==> src/rtl/mobt_pkg.sv <==
`timescale 1ns / 1ps
// ----------------------------------------------------------------------------
// MessagePack object boundary tracker: shared package
// Sizes, type codes, header decode classes and the nesting stack request
// and response types used across the tracker.
// ----------------------------------------------------------------------------
package mobt_pkg;

  // Sizing.
  localparam int unsigned MAX_DEPTH   = 16;
  localparam int unsigned LENGTH_BITS = 32;
  localparam int unsigned LEN_W       = LENGTH_BITS;
  localparam int unsigned CNT_W       = LEN_W + 1;
  localparam int unsigned DEPTH_W     = $clog2(MAX_DEPTH + 1);
  localparam int unsigned IDX_W       = (MAX_DEPTH > 1) ? $clog2(MAX_DEPTH) : 1;
  localparam int unsigned OUT_LEN_W   = 32;
  localparam int unsigned NEST_W      = 5;
  localparam int unsigned SMALL_N_W   = 5;

  // Header byte boundaries of the format.
  localparam logic [7:0] HB_POSFIX_MAX = 8'h7f;
  localparam logic [7:0] HB_NEGFIX_MIN = 8'he0;
  localparam logic [7:0] HB_FIXMAP_MAX = 8'h8f;
  localparam logic [7:0] HB_FIXARR_MAX = 8'h9f;
  localparam logic [7:0] HB_FIXSTR_MAX = 8'hbf;
  localparam logic [7:0] HB_NIL        = 8'hc0;
  localparam logic [7:0] HB_RESERVED   = 8'hc1;
  localparam logic [7:0] HB_FALSE      = 8'hc2;
  localparam logic [7:0] HB_TRUE       = 8'hc3;
  localparam logic [7:0] HB_BIN_LO     = 8'hc4;
  localparam logic [7:0] HB_BIN_HI     = 8'hc6;
  localparam logic [7:0] HB_EXT_LO     = 8'hc7;
  localparam logic [7:0] HB_EXT_HI     = 8'hc9;
  localparam logic [7:0] HB_FLOAT32    = 8'hca;
  localparam logic [7:0] HB_FLOAT64    = 8'hcb;
  localparam logic [7:0] HB_UINT_LO    = 8'hcc;
  localparam logic [7:0] HB_UINT_HI    = 8'hcf;
  localparam logic [7:0] HB_INT_LO     = 8'hd0;
  localparam logic [7:0] HB_INT_HI     = 8'hd3;
  localparam logic [7:0] HB_FIXEXT_LO  = 8'hd4;
  localparam logic [7:0] HB_FIXEXT_HI  = 8'hd8;
  localparam logic [7:0] HB_STR_LO     = 8'hd9;
  localparam logic [7:0] HB_STR_HI     = 8'hdb;
  localparam logic [7:0] HB_ARR_LO     = 8'hdc;
  localparam logic [7:0] HB_ARR_HI     = 8'hdd;
  localparam logic [7:0] HB_MAP_LO     = 8'hde;

  // Byte roles, also the parser phase codes.
  localparam logic [1:0] ROLE_HEADER   = 2'd0;
  localparam logic [1:0] ROLE_LENGTH   = 2'd1;
  localparam logic [1:0] ROLE_EXT_TYPE = 2'd2;
  localparam logic [1:0] ROLE_PAYLOAD  = 2'd3;

  typedef enum logic [3:0] {
    KIND_FALSE  = 4'd0,
    KIND_TRUE   = 4'd1,
    KIND_UINT   = 4'd2,
    KIND_INT    = 4'd3,
    KIND_BIN    = 4'd4,
    KIND_STR    = 4'd5,
    KIND_FLOAT  = 4'd6,
    KIND_EXT    = 4'd7,
    KIND_ARRAY  = 4'd8,
    KIND_MAP    = 4'd9,
    KIND_NIL    = 4'd10,
    KIND_UNUSED = 4'd11
  } kind_e;

  // What a header byte asks the parser to do next.
  typedef enum logic [2:0] {
    ACT_IMMEDIATE,
    ACT_CONTAINER,
    ACT_FIXED,
    ACT_NEED_LEN,
    ACT_FIXEXT,
    ACT_RESERVED
  } hdr_act_e;

  typedef struct packed {
    kind_e                 kind;
    hdr_act_e              act;
    logic [SMALL_N_W-1:0]  n;
  } hdr_info_t;

  typedef enum logic [1:0] {
    NEST_NOP,
    NEST_COMPLETE,
    NEST_OPEN,
    NEST_CLEAR
  } nest_op_e;

  typedef struct packed {
    nest_op_e          op;
    logic [CNT_W-1:0]  count;
  } nest_req_t;

  typedef struct packed {
    logic                top_end;
    logic                overflow;
    logic [DEPTH_W-1:0]  depth_next;
  } nest_rsp_t;

endpackage

==> src/rtl/mobt_if.sv <==
`timescale 1ns / 1ps
// ----------------------------------------------------------------------------
// MessagePack tracker channels
// Valid/ready channels for incoming stream words and outgoing result words.
// ----------------------------------------------------------------------------
interface mobt_in_if;
  logic       valid;
  logic       ready;
  logic [7:0] stream_byte;

  modport source (output valid, output stream_byte, input ready);
  modport sink (input valid, input stream_byte, output ready);
endinterface

interface mobt_out_if;
  logic        valid;
  logic        ready;
  logic [1:0]  byte_role;
  logic [3:0]  value_type;
  logic [31:0] object_length;
  logic        header_done;
  logic        object_end;
  logic [4:0]  nest_depth;
  logic        error_flag;

  modport source (output valid, output byte_role, output value_type, output object_length,
                  output header_done, output object_end, output nest_depth,
                  output error_flag, input ready);
  modport sink (input valid, input byte_role, input value_type, input object_length,
                input header_done, input object_end, input nest_depth,
                input error_flag, output ready);
endinterface

==> src/rtl/msgpack_object_boundary_tracker.sv <==
`timescale 1ns / 1ps
// ----------------------------------------------------------------------------
// MessagePack object boundary tracker
// Parses a MessagePack stream one byte per word, reporting each byte's role,
// the object type and length once a header is complete, the nesting depth and
// the end of every top-level object.
//
//   Port   Dir  Word                      Handshake
//   in_i   in   stream_byte (8 bits)      valid/ready
//   out_o  out  role, type, length,       valid/ready
//               header_done, end, depth,
//               error_flag
//
// One byte is taken every cycle unless the output stalls; each result passes
// the input and then the result register. The parse step, including closing
// any number of nested levels, is one pass through the header decoder and the
// nesting stack's priority encoder. Reset clears the parser state and the
// stack pointer; the count storage is not cleared. A stalled output holds its
// word and the input register fills behind it before ready drops.
// ----------------------------------------------------------------------------
module msgpack_object_boundary_tracker import mobt_pkg::*; (
  input  logic      clk_i,
  input  logic      rst_ni,
  mobt_in_if.sink   in_i,
  mobt_out_if.source out_o
);

  // Parser phases share their codes with the byte roles.
  localparam logic [1:0] PH_HEAD = ROLE_HEADER;
  localparam logic [1:0] PH_LEN  = ROLE_LENGTH;
  localparam logic [1:0] PH_EXT  = ROLE_EXT_TYPE;
  localparam logic [1:0] PH_PAY  = ROLE_PAYLOAD;

  logic             in_valid_q;
  logic [7:0]       byte_q;
  logic             out_valid_q;
  logic             advance;
  logic             step;

  logic [1:0]       phase_q, phase_d;
  kind_e            kind_q, kind_d;
  logic [LEN_W-1:0] acc_q, acc_d;
  logic [2:0]       left_q, left_d;
  logic [LEN_W-1:0] pay_q, pay_d;

  hdr_info_t        info;
  nest_req_t        nreq;
  nest_rsp_t        nrsp;

  logic             hdr_done;
  logic [LEN_W-1:0] hdr_len;
  logic             res_err;
  logic [LEN_W-1:0] acc_shift;
  logic [2:0]       left_dec;
  logic [LEN_W-1:0] pay_dec;

  logic [1:0]           role_q;
  kind_e                type_q;
  logic [OUT_LEN_W-1:0] len_q;
  logic                 done_q;
  logic                 end_q;
  logic [NEST_W-1:0]    depth_q;
  logic                 err_q;

  // Flow control: a byte moves on when the result register is free.
  assign advance    = !out_valid_q || out_o.ready;
  assign step       = in_valid_q && advance;
  assign in_i.ready = !in_valid_q || advance;

  // Input register.
  always_ff @(posedge clk_i or negedge rst_ni) begin
    if (!rst_ni) begin
      in_valid_q <= 1'b0;
    end else if (in_i.ready) begin
      in_valid_q <= in_i.valid;
    end
  end

  always_ff @(posedge clk_i) begin
    if (in_i.valid && in_i.ready) begin
      byte_q <= in_i.stream_byte;
    end
  end

  mobt_hdr_dec u_hdr_dec (
    .hdr_byte_i (byte_q),
    .info_o     (info)
  );

  mobt_nest_stack u_nest (
    .clk_i  (clk_i),
    .rst_ni (rst_ni),
    .step_i (step),
    .req_i  (nreq),
    .rsp_o  (nrsp)
  );

  assign acc_shift = LEN_W'({acc_q, byte_q});
  assign left_dec  = (left_q != '0) ? left_q - 3'd1 : '0;
  assign pay_dec   = (pay_q != '0) ? pay_q - LEN_W'(1) : '0;

  // Parse step for the byte in the input register.
  always_comb begin
    phase_d    = phase_q;
    kind_d     = kind_q;
    acc_d      = acc_q;
    left_d     = left_q;
    pay_d      = pay_q;
    nreq.op    = NEST_NOP;
    nreq.count = '0;
    hdr_done   = 1'b0;
    hdr_len    = '0;
    res_err    = 1'b0;
    case (phase_q)
      PH_HEAD: begin
        kind_d = info.kind;
        case (info.act)
          ACT_IMMEDIATE: begin
            hdr_done = 1'b1;
            hdr_len  = LEN_W'(1);
            nreq.op  = NEST_COMPLETE;
          end
          ACT_CONTAINER: begin
            hdr_done   = 1'b1;
            hdr_len    = LEN_W'(info.n);
            nreq.op    = NEST_OPEN;
            nreq.count = (info.kind == KIND_MAP) ? CNT_W'({info.n, 1'b0})
                                                 : CNT_W'(info.n);
          end
          ACT_FIXED: begin
            hdr_done = 1'b1;
            hdr_len  = LEN_W'(info.n);
            if (info.n == '0) begin
              nreq.op = NEST_COMPLETE;
            end else begin
              pay_d   = LEN_W'(info.n);
              phase_d = PH_PAY;
            end
          end
          ACT_NEED_LEN: begin
            acc_d   = '0;
            left_d  = 3'(info.n);
            phase_d = PH_LEN;
          end
          ACT_FIXEXT: begin
            acc_d   = LEN_W'(info.n);
            phase_d = PH_EXT;
          end
          ACT_RESERVED: begin
            res_err = 1'b1;
            nreq.op = NEST_CLEAR;
          end
          default: begin
            phase_d = PH_HEAD;
          end
        endcase
      end
      PH_LEN: begin
        acc_d  = acc_shift;
        left_d = left_dec;
        if (left_dec == '0) begin
          // Length field complete.
          if (kind_q == KIND_EXT) begin
            phase_d = PH_EXT;
          end else if (kind_q == KIND_ARRAY || kind_q == KIND_MAP) begin
            hdr_done   = 1'b1;
            hdr_len    = acc_shift;
            phase_d    = PH_HEAD;
            nreq.op    = NEST_OPEN;
            nreq.count = (kind_q == KIND_MAP) ? CNT_W'({acc_shift, 1'b0})
                                              : CNT_W'(acc_shift);
          end else begin
            hdr_done = 1'b1;
            hdr_len  = acc_shift;
            if (acc_shift == '0) begin
              phase_d = PH_HEAD;
              nreq.op = NEST_COMPLETE;
            end else begin
              pay_d   = acc_shift;
              phase_d = PH_PAY;
            end
          end
        end
      end
      PH_EXT: begin
        hdr_done = 1'b1;
        hdr_len  = acc_q;
        if (acc_q == '0) begin
          phase_d = PH_HEAD;
          nreq.op = NEST_COMPLETE;
        end else begin
          pay_d   = acc_q;
          phase_d = PH_PAY;
        end
      end
      default: begin
        pay_d = pay_dec;
        if (pay_dec == '0) begin
          phase_d = PH_HEAD;
          nreq.op = NEST_COMPLETE;
        end
      end
    endcase
  end

  // Parser state.
  always_ff @(posedge clk_i or negedge rst_ni) begin
    if (!rst_ni) begin
      phase_q <= PH_HEAD;
      kind_q  <= KIND_FALSE;
      acc_q   <= '0;
      left_q  <= '0;
      pay_q   <= '0;
    end else if (step) begin
      phase_q <= phase_d;
      kind_q  <= kind_d;
      acc_q   <= acc_d;
      left_q  <= left_d;
      pay_q   <= pay_d;
    end
  end

  // Result register.
  always_ff @(posedge clk_i or negedge rst_ni) begin
    if (!rst_ni) begin
      out_valid_q <= 1'b0;
    end else if (advance) begin
      out_valid_q <= step;
    end
  end

  always_ff @(posedge clk_i) begin
    if (step) begin
      role_q  <= phase_q;
      type_q  <= kind_d;
      len_q   <= hdr_done ? OUT_LEN_W'(hdr_len) : '0;
      done_q  <= hdr_done;
      end_q   <= nrsp.top_end;
      depth_q <= NEST_W'(nrsp.depth_next);
      err_q   <= res_err || nrsp.overflow;
    end
  end

  assign out_o.valid         = out_valid_q;
  assign out_o.byte_role     = role_q;
  assign out_o.value_type    = type_q;
  assign out_o.object_length = len_q;
  assign out_o.header_done   = done_q;
  assign out_o.object_end    = end_q;
  assign out_o.nest_depth    = depth_q;
  assign out_o.error_flag    = err_q;

  // Any error leaves the nesting cleared.
  a_err_clears: assert property (@(posedge clk_i) disable iff (!rst_ni)
    out_o.valid && out_o.error_flag |-> out_o.nest_depth == '0)
    else $error("error result with open nesting");

  // A top-level end can only be reported at depth zero.
  a_end_at_top: assert property (@(posedge clk_i) disable iff (!rst_ni)
    out_o.valid && out_o.object_end |-> out_o.nest_depth == '0)
    else $error("object end reported inside a container");

  // The depth never goes past the stack size.
  a_depth_bound: assert property (@(posedge clk_i) disable iff (!rst_ni)
    out_o.valid |-> out_o.nest_depth <= NEST_W'(MAX_DEPTH))
    else $error("nesting depth beyond stack size");

  // A byte held in the input register waits unchanged while the output stalls.
  a_in_hold: assert property (@(posedge clk_i) disable iff (!rst_ni)
    in_valid_q && !advance |=> in_valid_q && $stable(byte_q))
    else $error("buffered byte lost during output stall");

endmodule

==> src/rtl/mobt_hdr_dec.sv <==
`timescale 1ns / 1ps
// ----------------------------------------------------------------------------
// MessagePack header decoder
// Classifies a header byte into its object kind, the follow-up action and a
// small embedded number (fix length, element count or length byte count).
// ----------------------------------------------------------------------------
module mobt_hdr_dec import mobt_pkg::*; (
  input  logic [7:0] hdr_byte_i,
  output hdr_info_t  info_o
);

  logic [7:0] b;

  assign b = hdr_byte_i;

  // Range decode of the header byte.
  always_comb begin
    info_o.kind = KIND_UINT;
    info_o.act  = ACT_IMMEDIATE;
    info_o.n    = '0;
    if (b <= HB_POSFIX_MAX) begin
      info_o.kind = KIND_UINT;
    end else if (b >= HB_NEGFIX_MIN) begin
      info_o.kind = KIND_INT;
    end else if (b <= HB_FIXMAP_MAX) begin
      info_o.kind = KIND_MAP;
      info_o.act  = ACT_CONTAINER;
      info_o.n    = SMALL_N_W'(b[3:0]);
    end else if (b <= HB_FIXARR_MAX) begin
      info_o.kind = KIND_ARRAY;
      info_o.act  = ACT_CONTAINER;
      info_o.n    = SMALL_N_W'(b[3:0]);
    end else if (b <= HB_FIXSTR_MAX) begin
      info_o.kind = KIND_STR;
      info_o.act  = ACT_FIXED;
      info_o.n    = SMALL_N_W'(b[4:0]);
    end else if (b == HB_NIL) begin
      info_o.kind = KIND_NIL;
    end else if (b == HB_RESERVED) begin
      info_o.kind = KIND_UNUSED;
      info_o.act  = ACT_RESERVED;
    end else if (b == HB_FALSE) begin
      info_o.kind = KIND_FALSE;
    end else if (b == HB_TRUE) begin
      info_o.kind = KIND_TRUE;
    end else if (b <= HB_BIN_HI) begin
      info_o.kind = KIND_BIN;
      info_o.act  = ACT_NEED_LEN;
      info_o.n    = SMALL_N_W'(1) << 2'(b - HB_BIN_LO);
    end else if (b <= HB_EXT_HI) begin
      info_o.kind = KIND_EXT;
      info_o.act  = ACT_NEED_LEN;
      info_o.n    = SMALL_N_W'(1) << 2'(b - HB_EXT_LO);
    end else if (b == HB_FLOAT32) begin
      info_o.kind = KIND_FLOAT;
      info_o.act  = ACT_FIXED;
      info_o.n    = SMALL_N_W'(4);
    end else if (b == HB_FLOAT64) begin
      info_o.kind = KIND_FLOAT;
      info_o.act  = ACT_FIXED;
      info_o.n    = SMALL_N_W'(8);
    end else if (b <= HB_UINT_HI) begin
      info_o.kind = KIND_UINT;
      info_o.act  = ACT_FIXED;
      info_o.n    = SMALL_N_W'(1) << 2'(b - HB_UINT_LO);
    end else if (b <= HB_INT_HI) begin
      info_o.kind = KIND_INT;
      info_o.act  = ACT_FIXED;
      info_o.n    = SMALL_N_W'(1) << 2'(b - HB_INT_LO);
    end else if (b <= HB_FIXEXT_HI) begin
      info_o.kind = KIND_EXT;
      info_o.act  = ACT_FIXEXT;
      info_o.n    = SMALL_N_W'(1) << 3'(b - HB_FIXEXT_LO);
    end else if (b <= HB_STR_HI) begin
      info_o.kind = KIND_STR;
      info_o.act  = ACT_NEED_LEN;
      info_o.n    = SMALL_N_W'(1) << 2'(b - HB_STR_LO);
    end else if (b <= HB_ARR_HI) begin
      info_o.kind = KIND_ARRAY;
      info_o.act  = ACT_NEED_LEN;
      info_o.n    = SMALL_N_W'(2) << 1'(b - HB_ARR_LO);
    end else begin
      info_o.kind = KIND_MAP;
      info_o.act  = ACT_NEED_LEN;
      info_o.n    = SMALL_N_W'(2) << 1'(b - HB_MAP_LO);
    end
  end

endmodule

==> src/rtl/mobt_nest_stack.sv <==
`timescale 1ns / 1ps
// ----------------------------------------------------------------------------
// MessagePack nesting stack
// Holds the element counts still owed by open arrays and maps. An element end
// closes every level whose last element it is in one step, found by a
// priority encoder over per-level last-element bits.
// ----------------------------------------------------------------------------
module mobt_nest_stack import mobt_pkg::*; (
  input  logic       clk_i,
  input  logic       rst_ni,
  input  logic       step_i,
  input  nest_req_t  req_i,
  output nest_rsp_t  rsp_o
);

  logic [CNT_W-1:0]   cnt_q [MAX_DEPTH];
  logic [MAX_DEPTH-1:0] last_q;
  logic [DEPTH_W-1:0] sp_q, sp_d;

  logic [MAX_DEPTH-1:0] live;
  logic                 found;
  logic [IDX_W-1:0]     top_idx;
  logic [CNT_W-1:0]     top_cnt;

  logic                 wr_en;
  logic [IDX_W-1:0]     wr_idx;
  logic [CNT_W-1:0]     wr_val;
  logic                 wr_last;
  logic                 do_complete;

  // Highest open level that is not on its last element.
  always_comb begin
    found   = 1'b0;
    top_idx = '0;
    for (int i = 0; i < MAX_DEPTH; i++) begin
      live[i] = (DEPTH_W'(i) < sp_q) && !last_q[i];
      if (live[i]) begin
        found   = 1'b1;
        top_idx = IDX_W'(i);
      end
    end
  end

  assign top_cnt = cnt_q[top_idx];

  // Request handling: element end, container open or clear.
  always_comb begin
    sp_d                = sp_q;
    wr_en               = 1'b0;
    wr_idx              = top_idx;
    wr_val              = top_cnt - CNT_W'(1);
    wr_last             = (top_cnt == CNT_W'(2));
    do_complete         = 1'b0;
    rsp_o.top_end       = 1'b0;
    rsp_o.overflow      = 1'b0;
    case (req_i.op)
      NEST_COMPLETE: begin
        do_complete = 1'b1;
      end
      NEST_OPEN: begin
        if (req_i.count == '0) begin
          do_complete = 1'b1;
        end else if (sp_q >= DEPTH_W'(MAX_DEPTH)) begin
          rsp_o.overflow = 1'b1;
          sp_d           = '0;
        end else begin
          wr_en   = 1'b1;
          wr_idx  = sp_q[IDX_W-1:0];
          wr_val  = req_i.count;
          wr_last = (req_i.count == CNT_W'(1));
          sp_d    = sp_q + DEPTH_W'(1);
        end
      end
      NEST_CLEAR: begin
        sp_d = '0;
      end
      default: begin
        sp_d = sp_q;
      end
    endcase
    // Closing levels pops everything above the surviving one.
    if (do_complete) begin
      if (!found) begin
        sp_d          = '0;
        rsp_o.top_end = 1'b1;
      end else begin
        wr_en = 1'b1;
        sp_d  = DEPTH_W'(top_idx) + DEPTH_W'(1);
      end
    end
    rsp_o.depth_next = sp_d;
  end

  // Count storage, written at most once per step.
  always_ff @(posedge clk_i) begin
    if (step_i && wr_en) begin
      cnt_q[wr_idx] <= wr_val;
    end
  end

  // Stack pointer and last-element bits.
  always_ff @(posedge clk_i or negedge rst_ni) begin
    if (!rst_ni) begin
      sp_q   <= '0;
      last_q <= '0;
    end else if (step_i) begin
      sp_q <= sp_d;
      if (wr_en) begin
        last_q[wr_idx] <= wr_last;
      end
    end
  end

endmodule
==> src/flat_wrapper.sv <==
// flat-port wrapper written by rule: the top's interface ports become plain ports
module msgpack_object_boundary_tracker_flat import mobt_pkg::*;
  (clk_i, rst_ni, in_i_valid, in_i_stream_byte, in_i_ready, out_o_valid, out_o_byte_role, out_o_value_type, out_o_object_length, out_o_header_done, out_o_object_end, out_o_nest_depth, out_o_error_flag, out_o_ready);
  mobt_in_if in_i_i ();
  mobt_out_if out_o_i ();
  input  logic clk_i;
  input  logic rst_ni;
  input wire logic [$bits(in_i_i.valid)-1:0] in_i_valid;
  input wire logic [$bits(in_i_i.stream_byte)-1:0] in_i_stream_byte;
  output wire logic [$bits(in_i_i.ready)-1:0] in_i_ready;
  output wire logic [$bits(out_o_i.valid)-1:0] out_o_valid;
  output wire logic [$bits(out_o_i.byte_role)-1:0] out_o_byte_role;
  output wire logic [$bits(out_o_i.value_type)-1:0] out_o_value_type;
  output wire logic [$bits(out_o_i.object_length)-1:0] out_o_object_length;
  output wire logic [$bits(out_o_i.header_done)-1:0] out_o_header_done;
  output wire logic [$bits(out_o_i.object_end)-1:0] out_o_object_end;
  output wire logic [$bits(out_o_i.nest_depth)-1:0] out_o_nest_depth;
  output wire logic [$bits(out_o_i.error_flag)-1:0] out_o_error_flag;
  input wire logic [$bits(out_o_i.ready)-1:0] out_o_ready;
  assign in_i_i.valid = in_i_valid;
  assign in_i_i.stream_byte = in_i_stream_byte;
  assign in_i_ready = in_i_i.ready;
  assign out_o_valid = out_o_i.valid;
  assign out_o_byte_role = out_o_i.byte_role;
  assign out_o_value_type = out_o_i.value_type;
  assign out_o_object_length = out_o_i.object_length;
  assign out_o_header_done = out_o_i.header_done;
  assign out_o_object_end = out_o_i.object_end;
  assign out_o_nest_depth = out_o_i.nest_depth;
  assign out_o_error_flag = out_o_i.error_flag;
  assign out_o_i.ready = out_o_ready;
  msgpack_object_boundary_tracker u_core (.clk_i(clk_i), .rst_ni(rst_ni), .in_i(in_i_i), .out_o(out_o_i));
endmodule
==> config.mk <==
export PLATFORM = sky130hd
export DESIGN_NAME = msgpack_object_boundary_tracker_flat
export DESIGN_NICKNAME = d
export VERILOG_FILES = /design/src/rtl/mobt_pkg.sv /design/src/rtl/mobt_if.sv /design/src/rtl/msgpack_object_boundary_tracker.sv /design/src/rtl/mobt_hdr_dec.sv /design/src/rtl/mobt_nest_stack.sv /design/src/flat_wrapper.sv
export SDC_FILE = /design/constraint.sdc
export NUM_CORES = 1
export LEC_CHECK = 0
export BUFFER_PORTS_ARGS = -buffer_cell sky130_fd_sc_hd__buf_2
export CAP_MARGIN = 20
export CELL_PAD_IN_SITES_DETAIL_PLACEMENT = 0
export CELL_PAD_IN_SITES_GLOBAL_PLACEMENT = 1
export CORE_ASPECT_RATIO = 1.2
export CORE_UTILIZATION = 52
export CTS_CLUSTER_SIZE = 14
export DETAILED_ROUTE_END_ITERATION = 8
export PLACE_DENSITY_LB_ADDON = 0.1
export SLEW_MARGIN = 20
export SYNTH_ARGS = -nofsm -noshare
export SYNTH_HDL_FRONTEND = slang
export SYNTH_SLANG_ARGS = --single-unit
==> constraint.sdc <==
create_clock -name clk_i -period 10.2 [get_ports clk_i]
set_clock_uncertainty 0.2 [all_clocks]
set_input_delay 2.55 -clock clk_i [delete_from_list [all_inputs] [get_ports clk_i]]
set_output_delay 2.55 -clock clk_i [all_outputs]
set_load 0.02 [all_outputs]
==> results.md, run 1 <==
* Ys async rst share at roughly 14%
* Max-slew violations at 0
* # IOs at 60
* Status: finished, final reports clean
* Chip height at between 200 and 300 um
* CTS H-tree lvls at 3
* Area fraction in compound gates after synthesis at about an eighth
* Synthesized instance count at around 2500
* Distinct cells, synth at around 100
* Initial antenna violation count at 1
* Beginning of the critical path: u_core.pay_q[9]
* Mux cell area share after synthesis at 7.152%
* # diodes at 0
* Clock root cell: clkbuf_16
* Mapped Area at between 30000 and 40000 um2
* Min-Delay Path Class: reg -> reg
* Main combinational cell family by area after synthesis: compound AO/OA/AOI/OAI gates
* WL final at roughly 95000 um
* Total Neg Setup Slack at 0 ps
* Yosys warning count at 0
* Critical path type: reg -> reg
* Total GRT Usage at between 30 and 40%
* Final setup fails at 0
* Fin cells at between 3000 and 4000
* Clk pin slew, worst setup/hold paths at ~60 ps
* Crit-path slowest cell: or4_1
* Post-synthesis xor/xnor area fraction at between 1 and 1.5%
* Main flop type after synthesis: edfxtp_1
* FF+latch count, synth at 678
* Hold path start: u_core.in_valid_q
* Vias in the first global route at 21340
* Final hold vios at 0
* Setup bufs post-CTS at 0
* Unrepaired setup endpoints after global routing: no
* Layout cells sized above 1 at roughly 14%
* Via Count at 22190
* Core Region at between 50000 and 60000 um2
* Total grt overflow at 0
* Average size of a mapped cell at roughly 13 um2
* Simple-gate share of the synthesized area at about an eighth
* Synth Area in Adders at less than 1%
* Worst Setup Start Kind: flop
* Final Critical Period at 7628 ps
* Detailed Route Iter0 Violations at 2574
* Final Util at between 50 and 60%
* Routability-driven placement congestion ratio at approximately 0.96
* Final #Nets at ~2600
* PostCTS Resize Cnt at 0
* CP max FO at 21
* Highest clock rate at between 100 and 150 MHz
* Antenna-violating nets left at 0
* Initial Util at between 50% and 60%
* CTS hold repair buffers at 0
* Slowest cell delay on critical path at 830 ps
* Relative slew slack at between 20% and 30%
* WP buf/inv at 2
* Max Cap Viol at 0
* Reg-to-Reg Start: u_core.pay_q[9]
* Number of flops mapped to enable cells by yosys at ~580
* CTS tree: yes
* Pin count of the biggest net entering global routing at 111
* Post-Syn Nets at ~2500
* Remaining DRCs at 0
* CP delay by family, top: simple AND/OR/NAND/NOR gates
* Post-DP HPWL at a little under 60000 um
* Port buffer count at around 60
* Total CTS buffers at 70
* Crit path capture type: flop
* Cell count after placement at 3273
* Die area at a little over 60000 um2
* Worst-Margin Slew at 1136 ps
* Period utilization at between 70% and 80%
* Sequential-to-total area share from yosys stat at between 60% and 70%
* Row count at between 90 and 100
* Die X-Extent at between 200 and 250 um
* Avg WL per Cell at between 20 and 30 um
* Routed vias/inst at ~6.5
* CTS sink count at approximately 680
* CTS max path bufs at 3
* First-pass GRT wire length at approximately 140000 um
* DR pass1 iterations at 6
* Synthesis-to-finish area growth at 11.53%
* Clock Latency Late Sink at 640 ps
* Worst path required time at 10510 ps
* Cell Chain, Critical Path: or4_1 > or3_1 > nor4_4 > nand2_1 > or3_1 > or4_1 > o21ai_0 > nand4_1 > nor4_1 > a21oi_1 > a31o_2 > ha_1 > nor2b_1 > o21ai_2 > buf_4 > and3_1 > a31oi_1 > nor2b_4 > buf_4 > mux2_2
* Worst EP arrival at slightly below 8000 ps
## layout by cell type, fill, tap and decap left out, drive strengths merged, types with 26 or more instances in the layout
cell / synthesis / routed
xnor2: 34 / 34
nor3: 47 / 47
a31oi: 28 / 28
dfrtp: 96 / 96
nand3: 62 / 62
a21oi: 72 / 72
o22ai: 117 / 117
nor4: 49 / 49
buf: 69 / 134
clkbuf: 104 / 94
a211oi: 26 / 26
mux2i: 193 / 193
mux2: 27 / 27
edfxtp: 582 / 582
clkinv: 2 / 26
nor2: 118 / 118
inv: 42 / 42
nand2: 299 / 299
nand4: 36 / 36
o21ai: 122 / 122
## metal layers
layer	GRT usage (%)	routed length, um	up-vias	share of wire, %
li1	-	-	9788	-
met1	40.58	37650	11150	40
met2	51.90	46790	1053	49
met3	4.498	6698	196	7.0
met4	13.48	4052	2	4.3
met5	0	13	-	0.014
## logic make-up after synthesis
group	count (synthesis)
DFF	678
muxes	221
xor gates and xnor gates	46
adders and majority gates	10
AOI/OAI and AO/OA	578
and+or+nand+nor	762
buffers and inverters	217
## state kept, by name (all words and copies together), names as in the netlist, 5 cells and up
signal                      flops
u_core.pay_q                   32
u_core.u_nest.cnt_q           528
u_core.u_nest.sp_q              5
u_core.out_o.nest_depth         5
u_core.byte_q                   8
u_core.u_nest.last_q           16
u_core.out_o.object_length     32
u_core.acc_q                   32
## cell usage after synthesis, types with 10 or more instances
cell       number  area (um2)
a211oi_1       24       180.2
a21oi_1        70       350.3
a221oi_1       16       140.1
a22o_1         18       157.7
a22oi_1        18       135.1
a311oi_1       13       113.9
a31oi_1        28       175.2
and3_1         22       137.6
buf_1          18       67.56
buf_2          23       115.1
buf_6          20       225.2
clkbuf_1      104       390.4
dfrtp_1        96        2402
edfxtp_1      582       17480
ha_1           10       125.1
inv_1          40       150.1
mux2_2         21       236.5
mux2i_1       193        1932
nand2_1       298        1119
nand2b_1       20       125.1
nand3_1        60       300.3
nand4_1        34       212.7
nor2_1        117       439.2
nor2b_1        20       125.1
nor3_1         44       220.2
nor4_1         30       187.7
nor4_2         14       175.2
nor4b_1        11       96.34
o2111ai_1      10       87.58
o211ai_1       23       172.7
o21ai_0       120       600.6
o22ai_1       117       732.0
o31ai_1        17       127.6
or2_2          10       62.56
or3_1          21       131.4
or4_1          12       90.09
xnor2_1        34       297.8
xor2_1         12       105.1
## worst paths after layout
kind	end	slack (ps)	depth (start not counted)
setup / recovery	u_core.u_nest.last_q[8]	2570	20
hold / removal	u_core.out_o.valid	320	1
setup reg to reg	u_core.u_nest.last_q[8]	2570	20
hold reg to reg	u_core.out_o.valid	320	1
max in group asynchronous	u_core.phase_q[0]	6730	2
min in group asynchronous	u_core.left_q[0]	1660	1
## worst register-to-register path, delay by kind of cell (launching register included)
family          cells  cell delay [ps]
compound gates      5              910
fa+ha+maj           1              260
mux                 1              400
buf+inv             2              840
simple gates       11             4470
flops               1              430
## through the flow
stage	cell area (um2)	hold slack, ps	worst slack (ps)
5_1_grt	35220	327.5	2057
3_3_place_gp	32790	288.5	2802
2_1_floorplan	31580	223.1	1557
4_1_cts	35190	321.8	2650
6_report	35220	318.2	2572
3_5_place_dp	32800	306.2	2681
## final cells by class
type / count / area, um2
Inverter: 44 / 170.2
Tap cell: 800 / 1001
Timing Repair Buffer: 134 / 873.3
Sequential cell: 678 / 19880
Fill cell: 4893 / 24620
Clock inverter: 36 / 473.0
Multi-Input combinational cell: 1617 / 10910
Clock buffer: 94 / 1914
Power of run 1 is left out: the tool's default activity adds up to more than one toggle a clock period on the data nets, which glitch-free logic cannot reach.
==> run 2, diff against run 1 <==
- ABC_AREA: default -> 1
- CORE_UTILIZATION: 52 -> 45
- clock period: 10.2 -> 6.75 ns (I/O delays scaled with it)
==> results.md, run 2 <==
* Status: finished, final reports clean
* Largest register FFs at 528 (unchanged)
* First-pass GRT wire length at 154000 um (+9.6%)
* Synth top area cells: edfxtp_1 53%, nand2_1 8.8%, nand3_1 8.4%, dfrtp_1 7.3%, nor2_1 4.2%
* Distinct cells, synth at 65 (-36%)
* Pin count of the biggest net entering global routing at 106 (-4.5%)
* Antenna-violating nets left at 0 (unchanged)
* CP max FO at 25 (+19%)
* # IOs at 60 (unchanged)
* Final setup fails at 0 (unchanged)
* Worst Reg-to-Reg Cells at 28 (+40%)
* Highest clock rate at 163.3 MHz (+25%)
* Total Neg Setup Slack at 0 ps (unchanged)
* CTS tree: yes
* Hold path start: u_core.pay_q[1]
* Average size of a mapped cell at 9.331 um2 (-26%)
* Worst-Margin Slew at 1018 ps (-118.0 ps)
* WHS Endpoint: u_core.pay_q[1]
* Final Critical Period at 6122 ps (-1506 ps)
* FILL cells at 6733 (+38%)
* Most common cell after layout, fill and taps aside: nand2_1
* Synthesis-to-finish area growth at 11.92%
* PostCTS Resize Cnt at 0 (unchanged)
* Post-synth top cells: 770 x nand2_1, 582 x edfxtp_1, 553 x nand3_1
* Row count at 108 (+10%)
* # diodes at 0 (unchanged)
* CTS hold repair buffers at 0 (unchanged)
* Synthesized instance count at 3520 (+40%)
* Yosys warning count at 0 (unchanged)
* Total grt overflow at 0 (unchanged)
* Critical path type: reg -> reg
* Initial Util at 45.43% (-7.3 points)
* Die X-Extent at 248.6 um (+9.5%)
* Most frequent cell after synthesis: nand2_1
* Total CTS buffers at 71 (+1.4%)
* Layout cells sized above 1 at 8.864% (-5.0 points)
* Main flop type after synthesis: edfxtp_1
* Final hold vios at 0 (unchanged)
* Clock root cell: clkbuf_16
* Vias in the first global route at 24890 (+17%)
* R2R Setup Slk at 630 ps (-1940 ps)
* Core Region at 72290 um2 (+21%)
* Ys async rst share at 14.16% (unchanged)
* Total GRT Usage at 27.56% (-3.6 points)
* Min-Delay Path Class: reg -> reg
* Port buffer count at 59 (unchanged)
* DR pass1 iterations at 6 (unchanged)
* Crit path capture type: flop
* Min-Delay Path Depth at 2 (+1)
* Period utilization at 90.70% (+16 points)
* Remaining DRCs at 0 (unchanged)
* Number of flops mapped to enable cells by yosys at 582 (unchanged)
* Worst path required time at 6800 ps (-3710 ps)
* Reg-to-Reg Start: u_core.byte_q[1]
* Avg WL per Cell at 22.45 um (-20%)
* Via Count at 25600 (+15%)
* Unrepaired setup endpoints after global routing: no
* FF+latch count, synth at 678 (unchanged)
* Relative slew slack at 32.15% (+7.9 points)
* Worst Setup Start Kind: flop
* Worst EP arrival at 6180 ps (-1760 ps)
* CTS max path bufs at 3 (unchanged)
* Highest-count cells in the layout ignoring fill and taps: 770 x nand2_1, 582 x edfxtp_1, 553 x nand3_1
* Worst R2R End: u_core.u_nest.cnt_q[8][19]
* Synth top area share at 53.21% (-2.1 points)
* Post-Syn Nets at 3542 (+40%)
* Initial antenna violation count at 0 (-1)
* Slowest cell delay on critical path at 720 ps (-110 ps)
* Max-slew violations at 0 (unchanged)
* Crit-path slowest cell: edfxtp_1
* Detailed Route Iter0 Violations at 2330 (-9.5%)
* CTS H-tree lvls at 3 (unchanged)
* Routability-driven placement congestion ratio at 0.9083 (-5.2%)
* Post-DP HPWL at 66170 um (+11%)
* Die area at 74080 um2 (+20%)
* Yosys top cell by area: edfxtp_1
* Final #Nets at 3574 (+39%)
* Sequential-to-total area share from yosys stat at 60.52% (-2.4 points)
* CTS sink count at 678 (unchanged)
* Clock Latency Late Sink at 630 ps (about the same)
* Chip height at 298.0 um (+9.6%)
* Most flops, register: u_core.u_nest.cnt_q
* Clk pin slew, worst setup/hold paths at 60 ps (about the same)
* Most used cell, CP: nand2_1
* Max Cap Viol at 0 (unchanged)
* Setup bufs post-CTS at 0 (unchanged)
* WL final at 102100 um (+7.2%)
* Routed vias/inst at 5.632 (-14%)
* Cell Area, Placed at 34460 um2 (+5.1%)
* Mapped Area at 32850 um2 (+4.0%)
* Final Instance Area at 36760 um2 (+4.4%)
run 2: cell families (layout without fill, tap and decap cells):
kind of cell	Yosys count	count (layout)	synth area share (%)
fa+ha+maj	10	10	0.3809
mux	2	2	0.06856
simple gates	1813	1813	23.97
compound gates	450	450	7.790
flops	678	678	60.52
buf+inv	555	645	6.948
xor+xnor	12	12	0.3200
run 2: layout make-up:
type / count / area (um2) / share of cell area (%)
flip-flops and latches: 678 / 19880 / 54.08
multi-input cells: 2287 / 10840 / 29.50
clock buffers: 91 / 1956 / 5.320
inverters: 381 / 1438 / 3.911
well taps: 935 / 1170 / 3.182
repair buffers: 133 / 1132 / 3.080
clock inverters: 40 / 344.1 / 0.9360
run 2: how the worst max path moves through the flow:
| stage | start | to | slack (ps) | cells after the start |
|---|---|---|---|---|
| 3_5_place_dp | u_core.byte_q[1] | u_core.u_nest.cnt_q[8][14] | 690 | 28 |
| 5_1_grt | u_core.byte_q[1] | u_core.u_nest.cnt_q[8][19] | 90 | 28 |
| 6_report | u_core.byte_q[1] | u_core.u_nest.cnt_q[8][19] | 630 | 28 |
| 3_3_place_gp | u_core.pay_q[0] | u_core.u_nest.cnt_q[8][7] | 710 | 28 |
| 4_1_cts | u_core.byte_q[1] | u_core.u_nest.cnt_q[8][19] | 660 | 28 |
| 2_1_floorplan | u_core.pay_q[0] | u_core.u_nest.cnt_q[13][0] | 120 | 23 |
run 2: worst max-delay path: cells and delay by family, from the launching register on:
family	cells	cell delay (ps)
AO/OA/AOI/OAI	6	1260
buffers and inverters	7	1430
adder cells (fa/ha/maj)	1	240
flip-flops	1	720
AND/OR/NAND/NOR	14	1840
run 2: metal layers:
metal	vias up	routed length [um]	track usage, %	part of all wire [%]
met5	-	0	0	0
met4	0	3750	11.15	3.7
met3	203	5799	3.390	5.7
met2	842	51190	48.23	50
met1	12460	41310	34.60	40
li1	12100	-	-	-
run 2: metrics by stage:
stage                     setup WS [ps]  hold WS, ps  std cells  util, %
after floorplan                   123.6        223.1       3520        -
after detailed placement          694.1        283.7       4414    47.66
after CTS                         656.9        301.0       4545    50.84
final                             627.6        301.7       4545    50.85
after global routing              86.35        340.0       4545    50.85
after global placement            714.6        277.2       4414    47.66
Power of run 2 is left out for the same reason.
